## src/hdl/dat_pkg.sv

```systemverilog
`timescale 1ns / 1ps
// ----------------------------------------------------------------------------
// dat_pkg
// Shared types and codes of the deadline-aware task dispatcher.
// ----------------------------------------------------------------------------
package dat_pkg;

  localparam int unsigned MAX_NEIGHBORS_DEF = 8;
  localparam int unsigned MAX_SUBTASKS_DEF  = 16;

  // time budget is slack (48 bits) times cycles per tick (32 bits)
  localparam int unsigned BUDGET_W = 80;
  // pending cycles plus up to 64 subtasks of 40 bits
  localparam int unsigned ACC_W    = 47;

  localparam logic [1:0] FUNC_LOAD_NBR = 2'd0;
  localparam logic [1:0] FUNC_LOAD_SUB = 2'd1;
  localparam logic [1:0] FUNC_DISPATCH = 2'd2;
  localparam logic [1:0] FUNC_REPORT   = 2'd3;

  localparam logic [2:0] ACT_LOCAL_WHOLE   = 3'd0;
  localparam logic [2:0] ACT_OFFLOAD_WHOLE = 3'd1;
  localparam logic [2:0] ACT_DROP          = 3'd2;
  localparam logic [2:0] ACT_LOCAL_PART    = 3'd3;
  localparam logic [2:0] ACT_OFFLOAD_PART  = 3'd4;
  localparam logic [2:0] ACT_DROP_REPORT   = 3'd5;

  localparam logic [1:0] CFG_OWN_ID = 2'd0;
  localparam logic [1:0] CFG_CPT    = 2'd1;
  localparam logic [1:0] CFG_SPLIT  = 2'd2;

  typedef struct packed {
    logic [1:0]  func;
    logic [7:0]  neighbor_id;
    logic [31:0] neighbor_space;
    logic [31:0] subtask_size;
    logic [39:0] subtask_cycles;
    logic [47:0] now_time;
    logic [47:0] deadline_time;
    logic [31:0] local_space;
    logic [39:0] local_pending_cycles;
    logic [31:0] task_size;
    logic [39:0] task_cycles;
  } in_item_t;

  typedef struct packed {
    logic [2:0]  action;
    logic [7:0]  destination_server;
    logic [31:0] part_size;
    logic [39:0] part_cycles;
    logic [31:0] drop_count;
    logic        last;
  } out_item_t;

endpackage

```

## src/hdl/dat_budget.sv

```systemverilog
`timescale 1ns / 1ps
// ----------------------------------------------------------------------------
// dat_budget
// Two-stage multiplier: cycle budget = slack ticks times cycles per tick.
// ----------------------------------------------------------------------------
module dat_budget (
  input  logic                          clk_i,
  input  logic [47:0]                   slack_i,
  input  logic [31:0]                   cpt_i,
  output logic [dat_pkg::BUDGET_W-1:0]  budget_o
);

  logic [63:0]                  prod_lo_q;
  logic [47:0]                  prod_hi_q;
  logic [dat_pkg::BUDGET_W-1:0] budget_q;

  // split into a 32x32 and a 16x32 partial product
  always_ff @(posedge clk_i) begin
    prod_lo_q <= slack_i[31:0] * cpt_i;
    prod_hi_q <= slack_i[47:32] * cpt_i;
    budget_q  <= {prod_hi_q, 32'd0} + {16'd0, prod_lo_q};
  end

  assign budget_o = budget_q;

endmodule
```

## config.mk

```make
export PLATFORM = sky130hd
export DESIGN_NAME = dat_budget
export DESIGN_NICKNAME = d
export VERILOG_FILES = /design/src/hdl/dat_pkg.sv /design/src/hdl/dat_budget.sv
export SDC_FILE = /design/constraint.sdc
export NUM_CORES = 2
export LEC_CHECK = 0
export ABC_CLOCK_PERIOD_IN_PS = 21500
export BUFFER_PORTS_ARGS = -buffer_cell sky130_fd_sc_hd__buf_4
export CORE_MARGIN = 4
export CORE_UTILIZATION = 57
export CTS_CLUSTER_DIAMETER = 80
export CTS_CLUSTER_SIZE = 30
export DETAILED_ROUTE_END_ITERATION = 10
export PLACE_DENSITY = 0.75
export SLEW_MARGIN = 5
export SYNTH_ARGS = -nofsm -noshare
export SYNTH_HDL_FRONTEND = slang
export SYNTH_SLANG_ARGS = --single-unit
```

## constraint.sdc

```tcl
create_clock -name clk_i -period 21.5 [get_ports clk_i]
set_input_delay 4.3 -clock clk_i [delete_from_list [all_inputs] [get_ports clk_i]]
set_output_delay 4.3 -clock clk_i [all_outputs]
set_load 0.01 [all_outputs]
```

==> impl_metrics.csv <==
group,metric,value,unit
outcome,outcome,"finished clean",
placement,place_ws,8.71,ns
placement,place_congestion,0.901,
sta,finalHoldViolCount,0,
die,pin_count,161,
grt,grt_pass1_vias,44440,
die,die_w,318,µm
route,routedWlPerCell,20.7,µm
cells_and_area,fillers,8241,
route,vias,40060,
die,die_area,101000,µm²
cells_and_area,drive_above_1_share,0.0390,
synthesis,synth.cell_area,54900,µm²
die,initial_core_util,0.576,
synthesis,yosysMostFrequentCell,"fa_1",
route,vias_per_cell,5.62,
route,highest_layer,"met5",
synthesis,postSynthAreaPerCell,9.16,µm²
grt,grt_pass1_wl,240,mm
flow_run,maxCapViolations,0,
route,wl_met1,54.8,mm
route,drc,0,
setup_path,critPathRequiredTime,21.95,ns
sta,tns,0,ns
die,fp.coreArea,95300,µm²
sta,fin_crit_sh,0.573,
sta,slew_headroom,0.134,
clock_tree,cts_buffers,17,
die,die_h,318,µm
synthesis,synth.top_cell.area_share,0.479,
cells_and_area,final_net_count,7649,
synthesis,synth_warnings,0,
min_path,hp-class,"flip-flop to flip-flop",
clock_tree,cts_buffer_depth,2,
grt,track_usage,0.302,
setup_path,cp_slowest_cell,"a2111oi_1",
synthesis,synth_edf_count,0,
sta,worstMarginPinSlew,1.30,ns
clock_tree,post_cts_buffers,0,
sta,finalWorstSetupSlack,9.17,ns
route,ant_nets,0,
placement,post-dp-hpwl,112,mm
clock_tree,cts-root-buf,"clkbuf_16",
clock_tree,cts_sinks,192,
setup_path,path_class,"input port to flip-flop",
clock_tree,htreeDepth,4,
clock_tree,path_clk_slew,0.10,ns
synthesis,netlist_top_cells_area,"fa_1, ha_1, inv_1",
setup_path,path_common_cell,"fa_1",
synthesis,synth_fp_nets,7806,
grt,grt_antenna_before_repair,9,
synthesis,synth-main-ff-cell,"dfxtp_1",
sta,rsz0062_at_grt,"false",
sta,clock_skew,0.0264,ns
route,met3_wirelength,12.3,mm
grt,grt_start_max_net_pins,49,
synthesis,async_flop_share,0,
cells_and_area,area_growth,3.77,%
synthesis,ys_seq_area_frac,0.0700,
setup_path,arrival,12.77,ns
setup_path,setup.worst_path.start_class,"input port",
synthesis,synth-seq-cells,192,
grt,grt_overflow,0,
die,row_count,113,
setup_path,crit_path_max_incr_delay,1.03,ns
synthesis,synth.distinct_cells,81,
route,first_pass_iters,6,
sta,slew_violations,0,
clock_tree,cts_resized,0,
synthesis,synth_top_area_cell,"fa_1",
cells_and_area,postLayoutCoreUtil,0.598,
setup_path,setup.worst_path.end_class,"flip-flop",
clock_tree,cts_tree,"done",
sta,finalSetupViolations,0,
route,drt_iter0_drc,2740,
setup_path,crit_fanout,48,
placement,dp.cells,7084,
placement,io_buffers,160,
route,routed_wl,147,mm
clock_tree,clk_latency,0.53,ns
sta,finalCriticalPeriod,12.33,ns
clock_tree,ctsHoldBuffers,0,
synthesis,syn_inst,5995,
synthesis,synth_commonest_cells,"fa_1, inv_1, nand2_1",
cells_and_area,final_cells,7122,
route,wl_met2,71.6,mm
setup_path,r2r_setup_slack,17.87,ns
sta,fmax,81.1,MHz
setup_path,path_cells,"buf_4 > and2_1 > fa_1 > fa_1 > inv_1 > fa_1 > fa_1 > inv_1 > fa_1 > fa_1 > fa_1 > fa_1 > ha_1 > nand4_1 > or3_1 > a2111oi_1 > o2111ai_1 > a21oi_1 > nor2_1 > o2111a_1 > a211oi_1",
==> worst paths after layout <==
kind	depth (start not counted)	to	from
min	0	budget_o[15]	prod_lo_q[15]
max reg2reg	10	budget_o[74]	prod_lo_q[34]
min reg2reg	0	budget_o[15]	prod_lo_q[15]
max	21	prod_lo_q[62]	cpt_i[9]
==> sequential cells by signal (all words and copies together), names as in the netlist <==
register / cells
budget_o: 80
prod_lo_q: 64
prod_hi_q: 48
==> per-layer routing <==
| metal | GRT usage | up-vias |
|---|---|---|
| li1 | - | 17235 |
| met1 | 0.373 | 20680 |
| met2 | 0.506 | 1772 |
| met3 | 0.0593 | 365 |
| met4 | 0.154 | 8 |
| met5 | 0 | - |
==> logic make-up (layout without fill, tap and decap cells) <==
kind of cell    after synthesis  count (layout)  share of synthesized area
compound gates              432             432                     0.0523
buf+inv                    1631            1486                      0.112
xor+xnor                    151             151                     0.0241
simple gates               1858            1858                      0.167
flops                       192             192                     0.0700
fa+ha+maj                  1730            1730                      0.574
mux                           1               1                   0.000182
other cells                   0               7                          0
==> critical path: cells and delay by family <==
family,cells,cell delay (ns)
buffers and inverters,3,0.60
and+or+nand+nor,4,0.90
AOI/OAI and AO/OA,5,2.49
adders and majority gates,9,4.46
==> per-stage QoR <==
stage | cell area, µm² | hold WS, ns
floorplan | 54900 | 0.310
global placement | 56400 | 0.310
detailed placement | 56400 | 0.312
CTS | 57000 | 0.324
global route | 57000 | 0.326
finish | 57000 | 0.327
==> area by class of cell <==
type                    count  area [µm²]  area share
well taps                1265        1580      0.0278
flip-flops and latches    192        3840      0.0675
repair buffers            162        1220      0.0213
clock buffers              19         433     0.00760
diodes                      7        17.5    0.000307
multi-input cells        4172       44900       0.788
inverters                1293        4850      0.0852
clock inverters            12         126     0.00222
==> cell usage in the layout (no fill, tap or decap), types with 5 or more instances in the layout <==
cell type,netlist,layout
nor2_1,73,73
a21boi_0,5,5
or3_1,5,5
clkbuf_16,0,17
and2_1,758,758
a21o_1,87,87
a21oi_1,147,147
buf_4,0,162
o21a_1,7,7
ha_1,415,415
nand2b_1,9,9
nor2b_1,15,15
o21ai_0,64,64
o21bai_1,20,20
fa_1,1315,1315
a211oi_1,10,10
xnor2_1,103,103
inv_1,1293,1293
nand2_1,888,888
nor3_1,14,14
dfxtp_1,192,192
or2_2,5,5
nand3_1,30,30
and3_1,22,22
diode_2,0,7
a31oi_1,17,17
o211ai_1,8,8
nand4_1,25,25
a221oi_1,5,5
xor2_1,48,48
Power is not shown: default switching activity piles up to over one toggle a cycle in this logic, so the estimate is an artifact.
