## config.mk

```make
export PLATFORM = sky130hd
export DESIGN_NAME = dat_ram
export DESIGN_NICKNAME = d
export VERILOG_FILES = /design/src/hdl/dat_ram.sv
export SDC_FILE = /design/constraint.sdc
export NUM_CORES = 1
export LEC_CHECK = 0
export BUFFER_PORTS_ARGS = -buffer_cell sky130_fd_sc_hd__clkbuf_2
export CAP_MARGIN = 15
export CORE_UTILIZATION = 35
export CTS_BUF_LIST = sky130_fd_sc_hd__clkbuf_2
export DETAILED_ROUTE_END_ITERATION = 8
export PLACE_DENSITY_LB_ADDON = 0.08
export SLEW_MARGIN = 15
export SYNTH_ARGS = -nofsm -noshare
export SYNTH_HDL_FRONTEND = slang
export SYNTH_SLANG_ARGS = --single-unit
export TNS_END_PERCENT = 5
```

## constraint.sdc

```tcl
create_clock -name clk_i -period 1.6 [get_ports clk_i]
set_input_delay 0.16 -clock clk_i [delete_from_list [all_inputs] [get_ports clk_i]]
set_output_delay 0.16 -clock clk_i [all_outputs]
set_load 0.05 [all_outputs]
```

## src/hdl/dat_ram.sv

```systemverilog
`timescale 1ns / 1ps
// ----------------------------------------------------------------------------
// dat_ram
// Generic single-write, single-read RAM with registered read data.
// ----------------------------------------------------------------------------
module dat_ram #(
  parameter int unsigned Width = 8,
  parameter int unsigned Depth = 8,
  localparam int unsigned AddrW = (Depth > 1) ? $clog2(Depth) : 1
) (
  input  logic             clk_i,
  input  logic             we_i,
  input  logic [AddrW-1:0] waddr_i,
  input  logic [Width-1:0] wdata_i,
  input  logic [AddrW-1:0] raddr_i,
  output logic [Width-1:0] rdata_o
);

  logic [Width-1:0] mem_q [Depth];
  logic [Width-1:0] rdata_q;

  always_ff @(posedge clk_i) begin
    if (we_i) begin
      mem_q[waddr_i] <= wdata_i;
    end
    rdata_q <= mem_q[raddr_i];
  end

  assign rdata_o = rdata_q;

endmodule

```

==> flow_summary.ini, run 1 <==
[sta]
setup_ws_ps = 315
finalCriticalPeriod_ps = 1290
hold_viol_final = 0
maxSlewViolCount = 0
finalSetupViolCount = 0
fin_setup_tns_ps = 0
max_freq_ghz = 0.778
skew_ps = 10.1
post-route-period-util_pct = 80.3
slew_headroom_pct = 72.0
worst_pin_slew_ps = 420
rsz0062_at_grt = no

[die]
dieHeight_um = 89.7
initial_core_util_pct = 36.7
core_area_um2 = 7330
die_area_um2 = 8040
die_w_um = 89.7
io_pins = 24
rows = 31

[placement]
place_congestion = 0.640
numPortBuffers = 23
place_ws_ps = 184

[clock_tree]
cts_buffers = 9
insertion_delay_ps = 480
cts.sinks = 72
clockBufferDepth = 2
post_cts_buffers = 0
clockRootBuffer = clkbuf_2
cts-htree-levels = 3
tritoncts = yes
clk_pin_slew_ps = 190

[worst_setup_path]
crit_chain = mux4_1 > mux2_2
cp.required_ps = 1990
r2r_start = mem_q[3][1]
reg2regPathDepth = 2
r2r_slack_ps = 310
critical_path.startpoint_type = flip-flop
cp_slowest_cell = mux4_1
cp_slowest_stage_delay_ps = 520
crit_fanout = 1
worstSetupPathType = flip-flop to flip-flop
critical_path_arrival_ps = 1670
r2r_end = rdata_o[1]
crit_path_end_kind = flip-flop

[yosys]
yosys_warnings = 0
synth-seq-cells = 72
synthesis.area_um2 = 2690
syn_inst = 114
synth.avg_cell_area_um2 = 23.6
synth_cell_types = 14
ys_seq_area_share_pct = 77.4
syn-num-nets = 130

[global_route]
grt_pass1_vias = 1233
grt_max_degree = 17
grt_util_all_layers_pct = 13.0
met3_usage_pct = 3.02
grt-ovfl-total = 0
antenna_found_initial = 0
grt.busiest_layer = met2
grt_pass1_wl_mm = 6.85
grt_use_met2_pct = 20.6
grtUsageMet1_pct = 16.3

[detailed_routing]
drt_wl_total_mm = 4.50
viasPerCell = 4.64
drtIter0Drc = 46
ant_nets = 0
dr.pass1.iters = 4
vias = 1226
drc = 0
avgRoutedWirePerCell_um = 17.0

[cells_and_area]
nNetsFinal = 176
antennaDiodeCount = 0
drive_gt1_share_pct = 33.9
area_growth_syn_to_layout_pct = 18.2

[worst_hold_path]
hold_path.startpoint = raddr_i[1]
hold_depth = 2
min_to = rdata_o[6]
hold_class = input port to flip-flop

[pwr]
peakVddDrop_mv = 0.367
power.leakage_nw = 1.12
p_per_area_nw_per_um2 = 1120
finalPower_mw = 3.55

[flow_run]
maxCapViolCount = 0

[run_status]
status = finished, final reports clean
synthesized netlist by cell type:
master / count / area (µm²)
nor2_1: 6 / 22.5
mux4_1: 15 / 394
buf_6: 1 / 11.3
nand2_1: 2 / 7.51
mux2_2: 8 / 90.1
buf_1: 1 / 3.75
clkbuf_1: 1 / 3.75
nand2b_1: 3 / 18.8
nor3_1: 2 / 10.0
buf_12: 1 / 20.0
mux4_2: 1 / 22.5
edfxtp_1: 64 / 1920
buf_2: 1 / 5.00
dfxtp_1: 8 / 160
report_power, final:
part           internal [mW]  switching, mW  total (mW)
Clock                  0.515          0.608        1.12
Sequential              2.12         0.0151        2.14
Combinational          0.119          0.176       0.294
routing by layer:
metal / vias to the layer above / wire [µm]
li1: 575 / -
met1: 611 / 2070
met2: 30 / 2180
met3: 10 / 145
met4: 0 / 106
met5: - / 0
metrics by stage:
stage          area [µm²]  cells  hold slack, ps  utilization (%)
3_5_place_dp         2970    240             439             40.5
5_1_grt              3180    264             135             43.4
6_report             3180    264             135             43.4
3_3_place_gp         2970    240             425             40.5
2_1_floorplan        2690    114             259                -
4_1_cts              3180    264             127             43.4
cell families after synthesis:
logic type / count (synthesis) / share of synthesized area (%)
buffers and inverters: 5 / 1.63
muxes: 24 / 18.8
and+or+nand+nor: 13 / 2.19
DFF: 72 / 77.4
registers in the layout, summed over array words and instances, names as in the netlist:
name	cells
mem_q	64
rdata_o	8
layout by cell type (no fill, tap or decap), types with 2 or more instances in the layout:
master and n:
nor3_1 2, clkbuf_2 33, dlygate4sd3_1 8, clkinvlp_4 2
nand2b_1 3, mux4_1 15, edfxtp_1 64, bufinv_16 2
mux2_2 8, nand2_1 2, nor2_1 6, buf_4 8
dfxtp_1 8
cell type report:
type,count,area [µm²]
timing repair buffer,40,275
fill,652,4150
sequential,72,2080
tap,99,124
multi-input combinational,37,566
clock inverter,6,83.8
clock buffer,10,50.0
worst max path at each step:
stage	slack, ps	start	to	cells past startpoint
2_1_floorplan	280	waddr_i[2]	mem_q[0][0]	2
3_3_place_gp	200	raddr_i[0]	rdata_o[4]	4
3_5_place_dp	180	raddr_i[0]	rdata_o[4]	4
4_1_cts	300	rdata_o[7]	rdata_o[7]	1
5_1_grt	260	rdata_o[0]	rdata_o[0]	1
6_report	310	mem_q[3][1]	rdata_o[1]	2
repair_timing:
item | in CTS | in global routing
gates resized for setup | 0 | 0
endpoints found under the hold margin | 64 | 0
hold buffers | 8 | 0
setup endpoints to repair | 0 | 0
critical path, delay by kind of cell (launching register included):
family | cells | cell delay [ps]
flip-flops | 1 | 400
multiplexers | 2 | 790
No activity file was read; power rests on OpenSTA's default activity.
==> run 2, diff against run 1 <==
- clock period: 1.6 -> 1.32 ns (I/O delays scaled with it)
==> flow_summary.ini, run 2 (synthesis results as in run 1) <==
[worst_setup_path]
cp.required_ps = 1680
r2r_start = mem_q[1][7]
crit_fanout = 1
crit_path_end_kind = flip-flop
r2r_end = rdata_o[7]
critical_path_arrival_ps = 1660
critical_path.startpoint_type = flip-flop
worstSetupPathType = flip-flop to flip-flop
reg2regPathDepth = 2
r2r_slack_ps = 30

[cells_and_area]
largest_reg_flops = 64
fillCellCount = 643
mostFrequentLayoutCell = edfxtp_1
regMostFlops = mem_q
antennaDiodeCount = 0
nNetsFinal = 179
mostFrequentLayoutCells = edfxtp_1, clkbuf_2, mux4_1
area_growth_syn_to_layout_pct = 17.7
fin_cells = 267
drive_gt1_share_pct = 35.1

[clock_tree]
insertion_delay_ps = 470
cts-htree-levels = 3
clockRootBuffer = clkbuf_2
cts_buffers = 9
tritoncts = yes
cts.sinks = 72
clk_pin_slew_ps = 190
clockBufferDepth = 2

[placement]
dpl.cell_count = 243
place_hpwl_mm = 2.82
place_congestion = 0.654
numPortBuffers = 23

[detailed_routing]
drtIter0Drc = 73
avgRoutedWirePerCell_um = 16.9
drt_wl_total_mm = 4.52
viasPerCell = 4.55
ant_nets = 0
dr.pass1.iters = 3
vias = 1214
drc = 0

[die]
core_area_um2 = 7330
die_w_um = 89.7
io_pins = 24
die_area_um2 = 8040
dieHeight_um = 89.7
initial_core_util_pct = 36.7
rows = 31

[worst_hold_path]
min_to = rdata_o[5]
hold_depth = 2
hold_path.startpoint = raddr_i[1]
hold_class = input port to flip-flop

[run_status]
status = finished, final reports clean

[pwr]
finalPower_mw = 3.92
p_per_area_nw_per_um2 = 1240
peakVddDrop_mv = 0.322
power.leakage_nw = 1.13

[sta]
maxSlewViolCount = 0
hold_viol_final = 0
post-route-period-util_pct = 97.8
timing.hold.ws_ps = 148
rsz0062_at_grt = no
slew_headroom_pct = 80.8
skew_ps = 22.3
fin_setup_tns_ps = 0
finalCriticalPeriod_ps = 1290
worst_pin_slew_ps = 288
max_freq_ghz = 0.775
finalSetupViolCount = 0

[global_route]
grt_pass1_vias = 1243
grt_util_all_layers_pct = 12.9
antenna_found_initial = 0
grt_pass1_wl_mm = 6.76
grt_max_degree = 17
grt-ovfl-total = 0

[flow_run]
maxCapViolCount = 0
run 2: changes by cell type in the layout (fill, tap and decap cells not counted):
cell / delta
buf_12: +2
mux4_1: -1
buf_4: +1
mux4_2: +1
bufinv_16: -2
clkinv_1: +1
clkinv_2: -1
clkinvlp_4: -2
clkbuf_2: +4
run 2: power breakdown:
part	total [mW]	leakage [nW]	switching, mW	internal, mW
registers	2.59	0.649	0.0186	2.57
clock network	0.955	0.0613	0.676	0.279
logic	0.372	0.418	0.215	0.157
total	3.92	1.13	0.909	3.01
run 2: cell type report:
class / count / area, µm² / area share (%)
clock inverter: 2 / 7.51 / 0.237
multi-input combinational: 37 / 562 / 17.7
clock buffer: 14 / 70.1 / 2.21
sequential: 72 / 2080 / 65.7
tap: 99 / 124 / 3.91
timing repair buffer: 43 / 323 / 10.2
run 2: how the worst max path moves through the flow:
stage	start	end	slack, ps	depth (start not counted)
after global placement	raddr_i[0]	rdata_o[1]	-80	4
after CTS	mem_q[1][7]	rdata_o[7]	30	2
after floorplan	waddr_i[2]	mem_q[0][0]	30	2
final	mem_q[1][7]	rdata_o[7]	30	2
after detailed placement	raddr_i[0]	rdata_o[1]	-90	4
after global routing	mem_q[3][1]	rdata_o[1]	0.4	2
run 2: through the flow:
stage,instance area (µm²),setup slack [ps],utilization [%]
finish,3170,29.0,43.2
global route,3170,0.405,43.2
floorplan,2690,27.5,-
detailed placement,3010,-93.7,41.1
CTS,3170,28.9,43.3
global placement,3010,-83.4,41.1
run 2: per-layer routing:
layer / up-vias / routed length [µm] / global-route usage (%) / part of all wire [%]
met5: - / 0 / 0 / 0
met4: 0 / 63 / 7.79 / 1.4
met3: 5 / 111 / 3.29 / 2.5
met2: 19 / 2390 / 21.5 / 53
met1: 607 / 1960 / 15.0 / 43
li1: 583 / - / - / -
run 2: timing repair:
action / CTS / global route
resized for setup: 0 / 1
endpoints found under the hold margin: 64 / 0
setup buffers: 0 / 0
endpoints found under the setup margin: 0 / 1
hold buffers: 8 / 0
run 2: worst max-delay path: stages, from the launching register on:
cell      delay (ps)
edfxtp_1         400
mux4_1           520
mux2_2           270
